File: config.mk
export PLATFORM = sky130hd
export DESIGN_NAME = pwsw_ctrl
export DESIGN_NICKNAME = d
export VERILOG_FILES = /design/src/rtl/pwsw_pkg.sv /design/src/rtl/pwsw_ctrl.sv
export SDC_FILE = /design/constraint.sdc
export NUM_CORES = 1
export LEC_CHECK = 0
export BUFFER_PORTS_ARGS = -buffer_cell sky130_fd_sc_hd__buf_2
export CORE_AREA = 5 5 42 44
export CTS_CLUSTER_DIAMETER = 200
export CTS_CLUSTER_SIZE = 12
export DETAILED_ROUTE_END_ITERATION = 6
export DIE_AREA = 0 0 47 49
export SETUP_SLACK_MARGIN = 0.02
export SLEW_MARGIN = 20
export SYNTH_ARGS = -nofsm -noshare
export SYNTH_HDL_FRONTEND = slang
export SYNTH_SLANG_ARGS = --single-unit
File: constraint.sdc
create_clock -name clk -period 2.77 [get_ports clk]
set_input_delay 0.277 -clock clk [delete_from_list [all_inputs] [get_ports clk]]
set_output_delay 0.277 -clock clk [all_outputs]
set_load 0.02 [all_outputs]
File: src/rtl/pwsw_pkg.sv
// shared types and constants of the page walk / set writable block
package pwsw_pkg;

  localparam int MEM_WORDS_DEF = 4096;
  localparam int POS_W         = 49;   // table base (40 bits) joined with 9-bit index
  localparam int TBL_W         = 40;   // physical address bits 51..12
  localparam int VA_W          = 48;
  localparam int WORD_W        = 64;
  localparam int WI_W          = 12;

  localparam int BIT_PRESENT  = 0;
  localparam int BIT_WRITABLE = 1;
  localparam int BIT_HUGE     = 7;

  typedef enum logic [1:0] {
    OP_WRITE = 2'd0,
    OP_READ  = 2'd1,
    OP_WALK  = 2'd2,
    OP_NOP   = 2'd3
  } op_t;

  typedef enum logic [1:0] {
    ST_OK           = 2'd0,
    ST_NOT_PRESENT  = 2'd1,
    ST_OUT_OF_RANGE = 2'd2
  } status_t;

  typedef enum logic [1:0] {
    SZ_4K = 2'd0,
    SZ_2M = 2'd1,
    SZ_1G = 2'd2
  } size_t;

  typedef struct packed {
    logic [1:0]        operation;
    logic [VA_W-1:0]   walk_va;
    logic [WI_W-1:0]   word_index;
    logic [WORD_W-1:0] word_data;
  } in_item_t;

  typedef struct packed {
    logic [1:0]        status;
    logic [1:0]        fail_level;
    logic [1:0]        leaf_size;
    logic              changed;
    logic [VA_W-1:0]   flush_addr;
    logic [WORD_W-1:0] read_data;
  } out_item_t;

  // controller to datapath
  typedef struct packed {
    logic load_in;
    logic first;
    logic word_wr;
    logic word_rd;
    logic walk_rd;
    logic set_oor;
    logic set_np;
    logic set_leaf;
    logic wr_back;
    logic load_out;
  } cmd_t;

  // datapath to controller
  typedef struct packed {
    op_t  op;
    logic wi_ok;
    logic pos_ok;
    logic present;
    logic leaf;
    logic writable;
  } sts_t;

endpackage

File: src/rtl/pwsw_ctrl.sv
// controller: sequences word accesses, table walk levels and write-back
module pwsw_ctrl (
  input  logic            clk,
  input  logic            rst_n,
  input  logic            in_valid,
  output logic            in_ready,
  output logic            out_valid,
  input  logic            out_ready,
  input  pwsw_pkg::sts_t  sts,
  output pwsw_pkg::cmd_t  cmd
);

  typedef enum logic [4:0] {
    S_IDLE  = 5'b00001,
    S_ISSUE = 5'b00010,
    S_CHECK = 5'b00100,
    S_WRITE = 5'b01000,
    S_RESP  = 5'b10000
  } state_t;

  state_t state_r, state_nxt;
  logic   out_valid_r, out_valid_nxt;

  always_comb begin
    state_nxt = state_r;
    cmd       = '0;
    in_ready  = 1'b0;
    unique case (state_r)
      S_IDLE: begin
        in_ready = 1'b1;
        if (in_valid) begin
          cmd.load_in = 1'b1;
          state_nxt   = S_ISSUE;
        end
      end
      S_ISSUE: begin
        cmd.first = 1'b1;
        state_nxt = S_RESP;
        unique case (sts.op)
          pwsw_pkg::OP_WRITE: begin
            cmd.word_wr = sts.wi_ok;
            cmd.set_oor = !sts.wi_ok;
          end
          pwsw_pkg::OP_READ: begin
            cmd.word_rd = sts.wi_ok;
            cmd.set_oor = !sts.wi_ok;
          end
          pwsw_pkg::OP_WALK: begin
            if (sts.pos_ok) begin
              cmd.walk_rd = 1'b1;
              state_nxt   = S_CHECK;
            end else begin
              cmd.set_oor = 1'b1;
            end
          end
          pwsw_pkg::OP_NOP: begin
            state_nxt = S_RESP;
          end
        endcase
      end
      S_CHECK: begin
        priority if (!sts.present) begin
          cmd.set_np = 1'b1;
          state_nxt  = S_RESP;
        end else if (sts.leaf) begin
          cmd.set_leaf = 1'b1;
          state_nxt    = sts.writable ? S_RESP : S_WRITE;
        end else if (sts.pos_ok) begin
          // descend: next read issued straight from the entry
          cmd.walk_rd = 1'b1;
        end else begin
          cmd.set_oor = 1'b1;
          state_nxt   = S_RESP;
        end
      end
      S_WRITE: begin
        cmd.wr_back = 1'b1;
        state_nxt   = S_RESP;
      end
      S_RESP: begin
        if (!out_valid_r || out_ready) begin
          cmd.load_out = 1'b1;
          state_nxt    = S_IDLE;
        end
      end
      default: begin
        state_nxt = S_IDLE;
      end
    endcase
  end

  always_comb begin
    if (cmd.load_out) begin
      out_valid_nxt = 1'b1;
    end else if (out_ready) begin
      out_valid_nxt = 1'b0;
    end else begin
      out_valid_nxt = out_valid_r;
    end
  end

  always_ff @(posedge clk) begin
    if (!rst_n) begin
      state_r     <= S_IDLE;
      out_valid_r <= 1'b0;
    end else begin
      state_r     <= state_nxt;
      out_valid_r <= out_valid_nxt;
    end
  end

  assign out_valid = out_valid_r;

endmodule

Word level (Yosys, flattened, before mapping). Cells that the tools add are included.

Equal/unequal tests: 10. Mux-type cells: 31. Reduce and logical (&&, ||, !) cells: 7.

Operators with widths (number): 5-bit 2-to-1 mux (8); 5-bit case mux with 5 select lines (1); 1-bit 2-to-1 mux (16); 2-bit 2-to-1 mux (3); 5-bit by 1-bit == test with 1-bit output (second input constant) (1); 5-bit by 2-bit == test with 1-bit output (second input constant) (1); 5-bit by 3-bit == test with 1-bit output (second input constant) (1); 5-bit by 4-bit == test with 1-bit output (second input constant) (1); 5-bit == test (second input constant) (1); 2-bit inequality test (second input constant) (2); 4-bit inequality test (second input constant) (1); 2-bit case mux with 2 select lines (1); 3-bit 2-to-1 mux (1); 3-bit AND reduction (1); 2-bit by 1-bit == test with 1-bit output (second input constant) (1); 2-bit == test (second input constant) (1); 1-bit zero test (2); 2-bit zero test (1); 1-bit case mux with 2 select lines (1); 2-bit nonzero test (1); 2-bit OR reduction (1); 1-bit logical OR (1).

Bits in registers: 6. Bits of input ports: 11. Logic and storage cells: 50.

Longest topological paths before layout. Gate-level depths: netlist of the first run.

Word-level depth: 5. Depth in mapped cells: 4. Gate-level depth less buffers: 4.

Worst setup path after synthesis of the first run. Ideal clock, no wire load.

Kind: reg2out. From: register state_r[4]. To: output port cmd[5] (netlist bit). Arrival time: 1.309 ns. Data required time: 2.493 ns. Setup slack: 1.184 ns. Cell stages (with the launch flop): 5. Path through: dfxtp_1 > or3_4 > nor2_4 > a32o_1 > and2_1.

RTL lines: from (decl) (RTL line pwsw_ctrl.sv:21) `state_t state_r, state_nxt;`; from (signal assigned) (RTL line pwsw_ctrl.sv:107) `state_r <= state_nxt;`; to (decl) (RTL line pwsw_ctrl.sv:10) `output pwsw_pkg::cmd_t cmd`.

==> flow_summary.json, run 1 <==
{
  "n_fill_cell": 156,
  "io_buffers": 22,
  "cts_hold_buf": 0,
  "worstHoldPathType": "primary input to flop",
  "die_x_um": 47,
  "maxCapViolations": 0,
  "drt_wl_total_mm": 1.01,
  "drive_above_1_share": 0.378,
  "crit_chain": "nor2_1 > and3_1 > a32o_1 > a22o_1 > buf_2",
  "slew-limit-headroom": 0.840,
  "postSynthAreaPerCell_um2": 8.13,
  "synthArstFlopShare": 0,
  "cts-buffers-inserted": 3,
  "cts_buffer_depth": 2,
  "criticalPathCategory": "flop to primary output",
  "antenna_found_initial": 0,
  "cp_num_buf_inv": 1,
  "clk_latency_ns": 0.25,
  "synth_top_area_share": 0.295,
  "ir_drop_uv": 162,
  "grt_pass1_vias": 428,
  "seqCellArea_um2": 120,
  "critPathRequiredTime_ns": 2.49,
  "run_status": "finished clean",
  "post-route-period-util": 0.662,
  "nets": 87,
  "drc": 0,
  "fin_skew_ns": 0.00542,
  "grt_pass1_wl_mm": 1.70,
  "ys_seq_area_frac": 0.295,
  "pre_cts_ws_ns": 1.19,
  "io_pins": 23,
  "timing.final.crit_period_ns": 1.83,
  "tritoncts": "built",
  "synth_nets": 61,
  "slowest_delay_ns": 0.41,
  "root_buffer": "clkbuf_4",
  "fp.dieArea_um2": 2300,
  "synthToLayoutAreaGrowth_pct": 35.7,
  "ys_warn_count": 0,
  "synth_top_area_cell": "dfxtp_1",
  "synth_common_cells": "dfxtp_1 (6), nor2_1 (6), and3_1 (5), nand2b_1 (4), inv_1 (3)",
  "cts.sinks": 6,
  "dieHeight_um": 49,
  "crit_fanout": 6,
  "synth_cell_type_count": 29,
  "synthFlopType": "dfxtp_1",
  "synth_edf_count": 0,
  "overflow": 0,
  "layout_setup_ws_ns": 0.938,
  "critPathArrivalTime_ns": 1.56,
  "report.final.hold_viol_count": 0,
  "core_um2": 1400,
  "rsz0062_at_grt": "false",
  "drtIter0Drc": 12,
  "worstMarginPinSlew_ns": 0.238,
  "grt_use_total": 0.101,
  "critPathTopFamily": "compound AO/OA/AOI/OAI gates",
  "grt_max_degree": 7,
  "h-tree-depth": 1,
  "antenna_cells": 0,
  "max_freq_mhz": 546,
  "dr.pass1.iters": 4,
  "path_clk_slew_ns": 0.05,
  "hpwl_um": 814,
  "multi_input_area_um2": 268,
  "cts_setup_buffers": 0,
  "cp-start-kind": "flop",
  "core.rowCount": 14,
  "vias_per_cell": 4.94,
  "start_util": 0.290,
  "drv_slew": 0,
  "power.density_nw_per_um2": 383,
  "avgRoutedWirePerCell_um": 11.2,
  "gp_congestion": 0.754,
  "end_kind": "primary output",
  "synth_area_um2": 407,
  "setup_viol": 0,
  "power_uw": 211,
  "cts-resized-gates": 0,
  "vias": 445,
  "synth_cells": 50,
  "cellLeakagePower_nw": 0.304,
  "synth.area.top_cells": "dfxtp_1 (30%), and3_1 (7.7%), nand2b_1 (6.2%)",
  "setup_tns_ns": 0,
  "ys_seq_elements": 6,
  "critPathSlowestCell": "dfxtp_1",
  "ant_nets": 0
}
## per-layer routing
metal / wire [um] / share of wire / vias to the layer above / global-route usage
met3: 133 / 0.13 / 0 / 0.0701
met2: 380 / 0.38 / 26 / 0.124
li1: - / - / 229 / -
met5: 0 / 0 / - / 0
met4: 0 / 0 / 0 / 0.0276
met1: 495 / 0.49 / 190 / 0.138
## flip-flops by register name, summed over array words and instances, names as in the netlist
register   count
state_r        5
out_valid      1
## power by group
group | total, mW | leakage (nW) | internal [mW] | switching (mW)
registers | 0.0916 | 0.0488 | 0.0889 | 0.00263
logic | 0.0381 | 0.242 | 0.0170 | 0.0210
clock network | 0.0818 | 0.0138 | 0.0491 | 0.0327
## worst reg2reg max path, cell delays in order, from the launching register on
cell      delay (ns)
dfxtp_1         0.32
or3_4           0.43
nand2b_1        0.16
a31oi_1         0.17
o311a_1         0.18
## cell families after synthesis
group / count (synthesis) / share of synthesized area
buffers and inverters: 4 / 0.0462
and+or+nand+nor: 30 / 0.465
DFF: 6 / 0.295
xor gates and xnor gates: 1 / 0.0215
AOI/OAI and AO/OA: 9 / 0.172
## layout by cell type (no fill, tap or decap), types with 2 or more instances in the layout
cell	n
nor2b_1	2
nor2_1	6
clkbuf_4	3
nand2b_1	4
buf_2	22
dfxtp_1	6
inv_1	3
and3_1	5
and2_1	2
## through the flow
stage / area, um^2 / instances / hold WS [ns] / utilization
global placement: 529 / 87 / 0.509 / 0.378
floorplan: 407 / 50 / 0.348 / -
global route: 552 / 90 / 0.269 / 0.394
finish: 552 / 90 / 0.269 / 0.394
CTS: 552 / 90 / 0.249 / 0.394
detailed placement: 529 / 87 / 0.517 / 0.378
## final cells by class
class | count | share of cell area
Clock buffer | 3 | 0.0408
Multi-Input combinational cell | 40 | 0.485
Timing Repair Buffer | 22 | 0.200
Tap cell | 16 | 0.0363
Inverter | 3 | 0.0204
Sequential cell | 6 | 0.218
## worst paths after layout
check             start         end  slack [ns]  cells after the start
max reg2reg  state_r[4]  state_r[4]        1.46                      4
min reg2reg   out_valid   out_valid        0.53                      2
min               rst_n  state_r[0]        0.27                      2
max          state_r[1]      cmd[4]        0.94                      5
No activity file was read; power rests on OpenSTA's default activity.
==> run 2, diff against run 1 <==
- clock period: 2.77 -> 1.6 ns (I/O delays scaled with it)
==> flow_summary.json, run 2 (synthesis gave the netlist of run 1 again) <==
{
  "layout_setup_ws_ns": -0.0874,
  "crit_fanout": 4,
  "io_buffers": 22,
  "cts-buffers-inserted": 3,
  "core_um2": 1400,
  "cts_hold_buf": 0,
  "setup_viol": 4,
  "ir_drop_uv": 181,
  "grtUsageMet2": 0.170,
  "die_x_um": 47,
  "cellLeakagePower_nw": 0.341,
  "ant_nets": 0,
  "violations": "setup timing",
  "tritoncts": "built",
  "critPathRequiredTime_ns": 1.44,
  "crit_chain": "or3_4 > nor2_4 > a32o_2 > a22o_1 > buf_6",
  "grt_use_total": 0.111,
  "h-tree-depth": 1,
  "postPlaceCellArea_um2": 544,
  "criticalPathCategory": "flop to primary output",
  "post-route-cell-area_um2": 641,
  "cts_buffer_depth": 2,
  "io_pins": 23,
  "antenna_found_initial": 0,
  "slew-limit-headroom": 0.859,
  "timing.final.crit_period_ns": 1.69,
  "root_buffer": "clkbuf_4",
  "drtIter0Drc": 2,
  "fp.dieArea_um2": 2300,
  "use_met1": 0.136,
  "dr.pass1.iters": 2,
  "worstMarginPinSlew_ns": 0.211,
  "critPathArrivalTime_ns": 1.53,
  "final_cell_mix": "buf_2 (16), buf_4 (7), nor2_1 (5)",
  "avgRoutedWirePerCell_um": 12.4,
  "slowest_delay_ns": 0.42,
  "grt_pass1_vias": 484,
  "dieHeight_um": 49,
  "grt_busiest_layer": "met2",
  "met3_usage": 0.0332,
  "post-route-period-util": 1.05,
  "cp_num_buf_inv": 1,
  "drt_wl_total_mm": 1.17,
  "cp-start-kind": "flop",
  "layout_commonest_cell": "buf_2",
  "core.rowCount": 14,
  "critPathSlowestCell": "or3_4",
  "largest_reg_flops": 5,
  "path_clk_slew_ns": 0.05,
  "vias": 464,
  "gp_congestion": 0.744,
  "hpwl_um": 899,
  "hold_slack_ns": 0.140,
  "max_freq_mhz": 593,
  "rsz0062_at_grt": "true",
  "run_status": "finished, violations left",
  "maxCapViolations": 0,
  "drc": 0,
  "drv_slew": 0,
  "vias_per_cell": 4.94,
  "synthToLayoutAreaGrowth_pct": 57.5,
  "start_util": 0.290,
  "worstHoldPathType": "primary input to flop",
  "overflow": 0,
  "report.final.hold_viol_count": 0,
  "clk_latency_ns": 0.25,
  "power.density_nw_per_um2": 593,
  "critPathTopFamily": "simple AND/OR/NAND/NOR gates",
  "drive_above_1_share": 0.513,
  "end_kind": "primary output",
  "fin_skew_ns": 0.00412,
  "power_uw": 380,
  "nets": 91,
  "grt_max_degree": 7,
  "cts.sinks": 6,
  "regMostFlops": "state_r",
  "antenna_cells": 0,
  "grt_pass1_wl_mm": 1.93
}
-- run 2: cell count changes in the layout (fill, tap and decap cells not counted), moves of 2 or more --
cell	previous run	this run
buf_6	0	3
buf_4	0	7
dfxtp_1	6	4
dfxtp_2	0	2
buf_2	22	16
-- run 2: per-stage QoR --
step	worst slack, ns	TNS [ns]	util	instances
after global placement	0.137	0	0.388	89
after detailed placement	0.112	0	0.388	89
after global routing	-0.142	-0.533	0.457	94
after CTS	-0.0870	-0.203	0.444	93
after floorplan	0.131	0	-	50
final	-0.0874	-0.179	0.457	94
-- run 2: per-layer routing --
| metal | vias to the layer above | wire (um) |
|---|---|---|
| met5 | - | 0 |
| met4 | 0 | 12 |
| met3 | 2 | 139 |
| met2 | 24 | 511 |
| met1 | 203 | 504 |
| li1 | 235 | - |
-- run 2: power breakdown --
group / leakage [nW] / total (mW) / switching [mW] / internal [mW]
Sequential: 0.0490 / 0.158 / 0.00308 / 0.154
Clock: 0.0138 / 0.142 / 0.0571 / 0.0850
Combinational: 0.278 / 0.0801 / 0.0434 / 0.0367
Total: 0.341 / 0.380 / 0.104 / 0.276
-- run 2: timing repair --
| action | 4_1_cts | 5_1_grt |
|---|---|---|
| pin swaps | 7 | 4 |
| endpoints found under the hold margin | 0 | 0 |
| endpoints found under the setup margin | 6 | 6 |
| setup buffers | 1 | 1 |
| resized for setup | 14 | 4 |
-- run 2: layout make-up --
type                       instances  area, um^2
fill                             160         761
multi-input combinational         40         298
timing repair buffer              26         166
sequential                         6         123
clock buffer                       3        22.5
tap                               16        20.0
inverter                           3        11.3
-- run 2: worst reg2reg max path, cell delays in order (launching register included) --
cell and delay (ns):
dfxtp_1 0.42, or3_4 0.21, nor2_4 0.04, a32o_2 0.25, buf_4 0.13, and3_1 0.16
-- run 2: final timing paths --
check	startpoint	to	slack (ns)	cells past startpoint
worst max-delay path	state_r[0]	cmd[4]	-0.09	5
worst min-delay path	rst_n	state_r[0]	0.14	2
worst max register to register	state_r[2]	state_r[2]	0.29	5
worst min register to register	out_valid	out_valid	0.53	2
==> run 3, diff against run 2 <==
- ABC_AREA: not set -> 1
- CORE_AREA: 5 5 42 44 -> not set
- CORE_MARGIN: not set -> 5
- CORE_UTILIZATION: not set -> 39
- DIE_AREA: 0 0 47 49 -> not set
- PLACE_DENSITY: not set -> 0.71
==> flow_summary.json, run 3 <==
{
  "run_status": "finished clean",
  "cts-buffers-inserted": 3,
  "pwr-share-clk": 0.269,
  "avgRoutedWirePerCell_um": 10.7,
  "nets": 127,
  "ys_seq_area_frac": 0.237,
  "report.final.hold_viol_count": 0,
  "rsz0062_at_grt": "false",
  "cp-start-kind": "flop",
  "reg2reg_to": "state_r[2]",
  "regMostFlops": "state_r",
  "synth.area.top_cells": "dfxtp_1 (24%), inv_1 (13%), nand2_1 (11%)",
  "vias": 597,
  "layout_commonest_cell": "buf_2",
  "power_frac_comb": 0.395,
  "tritoncts": "built",
  "final_cell_mix": "buf_2 (21), inv_1 (17), nand2_1 (14)",
  "r2r_start": "state_r[0]",
  "core_um2": 1270,
  "place_inst": 122,
  "antenna_cells": 0,
  "synth_simple_gate_area_frac": 0.563,
  "cts.sinks": 6,
  "core.rowCount": 13,
  "ys_warn_count": 0,
  "clk_latency_ns": 0.25,
  "ir_drop_uv": 609,
  "cellLeakagePower_nw": 0.409,
  "synth_top_area_cell": "dfxtp_1",
  "critPathSlowestCell": "dfxtp_2",
  "drt_wl_total_mm": 1.39,
  "sw_frac_of_total": 0.392,
  "fp.dieArea_um2": 2120,
  "synth_compound_area_frac": 0.0444,
  "antenna_found_initial": 0,
  "crit_chain": "inv_2 > nand2_2 > nor2_4 > nand2_4 > or2_4 > nand2_2 > buf_6",
  "synth_cell_type_count": 19,
  "grt_pass1_wl_mm": 2.17,
  "post-route-period-util": 0.942,
  "drc": 0,
  "grt_max_degree": 7,
  "slew-limit-headroom": 0.850,
  "synth_mux_area_frac": 0,
  "setup_viol": 0,
  "criticalPathCategory": "flop to primary output",
  "start_util": 0.399,
  "worstMarginPinSlew_ns": 0.224,
  "p_seq_frac": 0.337,
  "cts_buffer_depth": 2,
  "critPathRequiredTime_ns": 1.44,
  "hpwl_mm": 1.07,
  "min-delay-start": "rst_n",
  "holdPathStages": 2,
  "drtIter0Drc": 8,
  "synth_nets": 97,
  "ant_nets": 0,
  "worstHoldEndpoint": "state_r[0]",
  "max_freq_mhz": 664,
  "pre_cts_ws_ns": 0.271,
  "yosysMostFrequentCell": "inv_1",
  "dieHeight_um": 46.0,
  "synthFlopType": "dfxtp_1",
  "h-tree-depth": 1,
  "io_pins": 23,
  "largest_reg_flops": 5,
  "synth_cells": 86,
  "worstHoldPathType": "primary input to flop",
  "synth_top_area_share": 0.237,
  "end_kind": "primary output",
  "grt_pass1_vias": 547,
  "fin_cells": 129,
  "drv_slew": 0,
  "crit_top_cell": "nand2_2",
  "synth_edf_count": 0,
  "synthArstFlopShare": 0,
  "power_switching_uw": 213,
  "power.density_nw_per_um2": 749,
  "reg2regPathDepth": 9,
  "synth_top_family_by_area": "simple AND/OR/NAND/NOR gates",
  "path_clk_slew_ns": 0.05,
  "fin_skew_ns": 0.00395,
  "grt_use_total": 0.144,
  "synthToLayoutAreaGrowth_pct": 43.0,
  "crit_fanout": 5,
  "die_x_um": 46.0,
  "critPathArrivalTime_ns": 1.35,
  "ys_seq_elements": 6,
  "synth_area_um2": 507,
  "intPower_uw": 330,
  "reg2reg_slack_ns": 0.24,
  "postSynthAreaPerCell_um2": 5.89,
  "overflow": 0,
  "synth_common_cells": "inv_1 (17), nand2_1 (15), nor2_1 (12), nor2_2 (8)",
  "synthAdderAreaFrac": 0,
  "slowest_delay_ns": 0.33,
  "timing.final.crit_period_ns": 1.51,
  "maxCapViolations": 0,
  "drive_above_1_share": 0.456,
  "vias_per_cell": 4.63,
  "gp_congestion": 0.829,
  "root_buffer": "clkbuf_4",
  "dr.pass1.iters": 4,
  "layout_setup_ws_ns": 0.0929,
  "setup_tns_ns": 0,
  "io_buffers": 22,
  "synthXorXnorAreaFrac": 0
}
run 3: repair_timing:
| item | in CTS | in global routing |
|---|---|---|
| setup buffers | 0 | 4 |
| setup endpoints to repair | 1 | 3 |
| hold buffers | 0 | 0 |
| gates resized for setup | 1 | 12 |
| pin swaps | 0 | 2 |
run 3: worst max path at each step:
| stage | cells after the start | startpoint | to |
|---|---|---|---|
| floorplan | 5 | state_r[2] | cmd[6] |
| global placement | 6 | state_r[1] | cmd[5] |
| detailed placement | 6 | state_r[1] | cmd[5] |
| CTS | 7 | state_r[2] | cmd[5] |
| global route | 4 | state_r[4] | cmd[4] |
| finish | 7 | state_r[2] | cmd[5] |
run 3: through the flow:
stage / hold slack, ns / utilization / instance area [um^2] / total power, mW
detailed placement: 0.375 / 0.495 / 628 / 0.366
CTS: 0.113 / 0.515 / 653 / 0.517
global placement: 0.369 / 0.495 / 628 / 0.363
global route: 0.113 / 0.571 / 724 / 0.586
finish: 0.118 / 0.571 / 724 / 0.542
floorplan: 0.229 / - / 507 / 0.313
run 3: cell families (layout without fill, tap and decap cells):
| group | after synthesis | in the layout |
|---|---|---|
| AO/OA/AOI/OAI | 4 | 4 |
| AND/OR/NAND/NOR | 56 | 56 |
| buffers and inverters | 20 | 48 |
| flip-flops | 6 | 6 |
run 3: metal layers:
layer | routed length (um) | GRT usage | up-vias
met5 | 0 | 0 | -
met4 | 33 | 0.0852 | 0
met3 | 37 | 0.0237 | 5
met2 | 676 | 0.217 | 10
met1 | 638 | 0.188 | 260
li1 | - | - | 322
run 3: worst max-delay path: cells and delay by family (launching register included):
family / cells / cell delay [ns]
AND/OR/NAND/NOR: 5 / 0.57
flip-flops: 1 / 0.33
buffers and inverters: 2 / 0.20
run 3: area by class of cell:
class / instances / area, um^2
clock buffer: 3 / 22.5
fill: 129 / 544
inverter: 19 / 71.3
multi-input combinational: 60 / 342
sequential: 6 / 124
tap: 15 / 18.8
timing repair buffer: 26 / 146
run 3: power by group through the flow:
stage,clock network [mW],registers [mW],logic [mW]
after floorplan,0,0.176,0.138
after global placement,0,0.176,0.187
after global routing,0.161,0.185,0.241
final,0.146,0.183,0.214
after detailed placement,0,0.177,0.189
after CTS,0.151,0.175,0.191
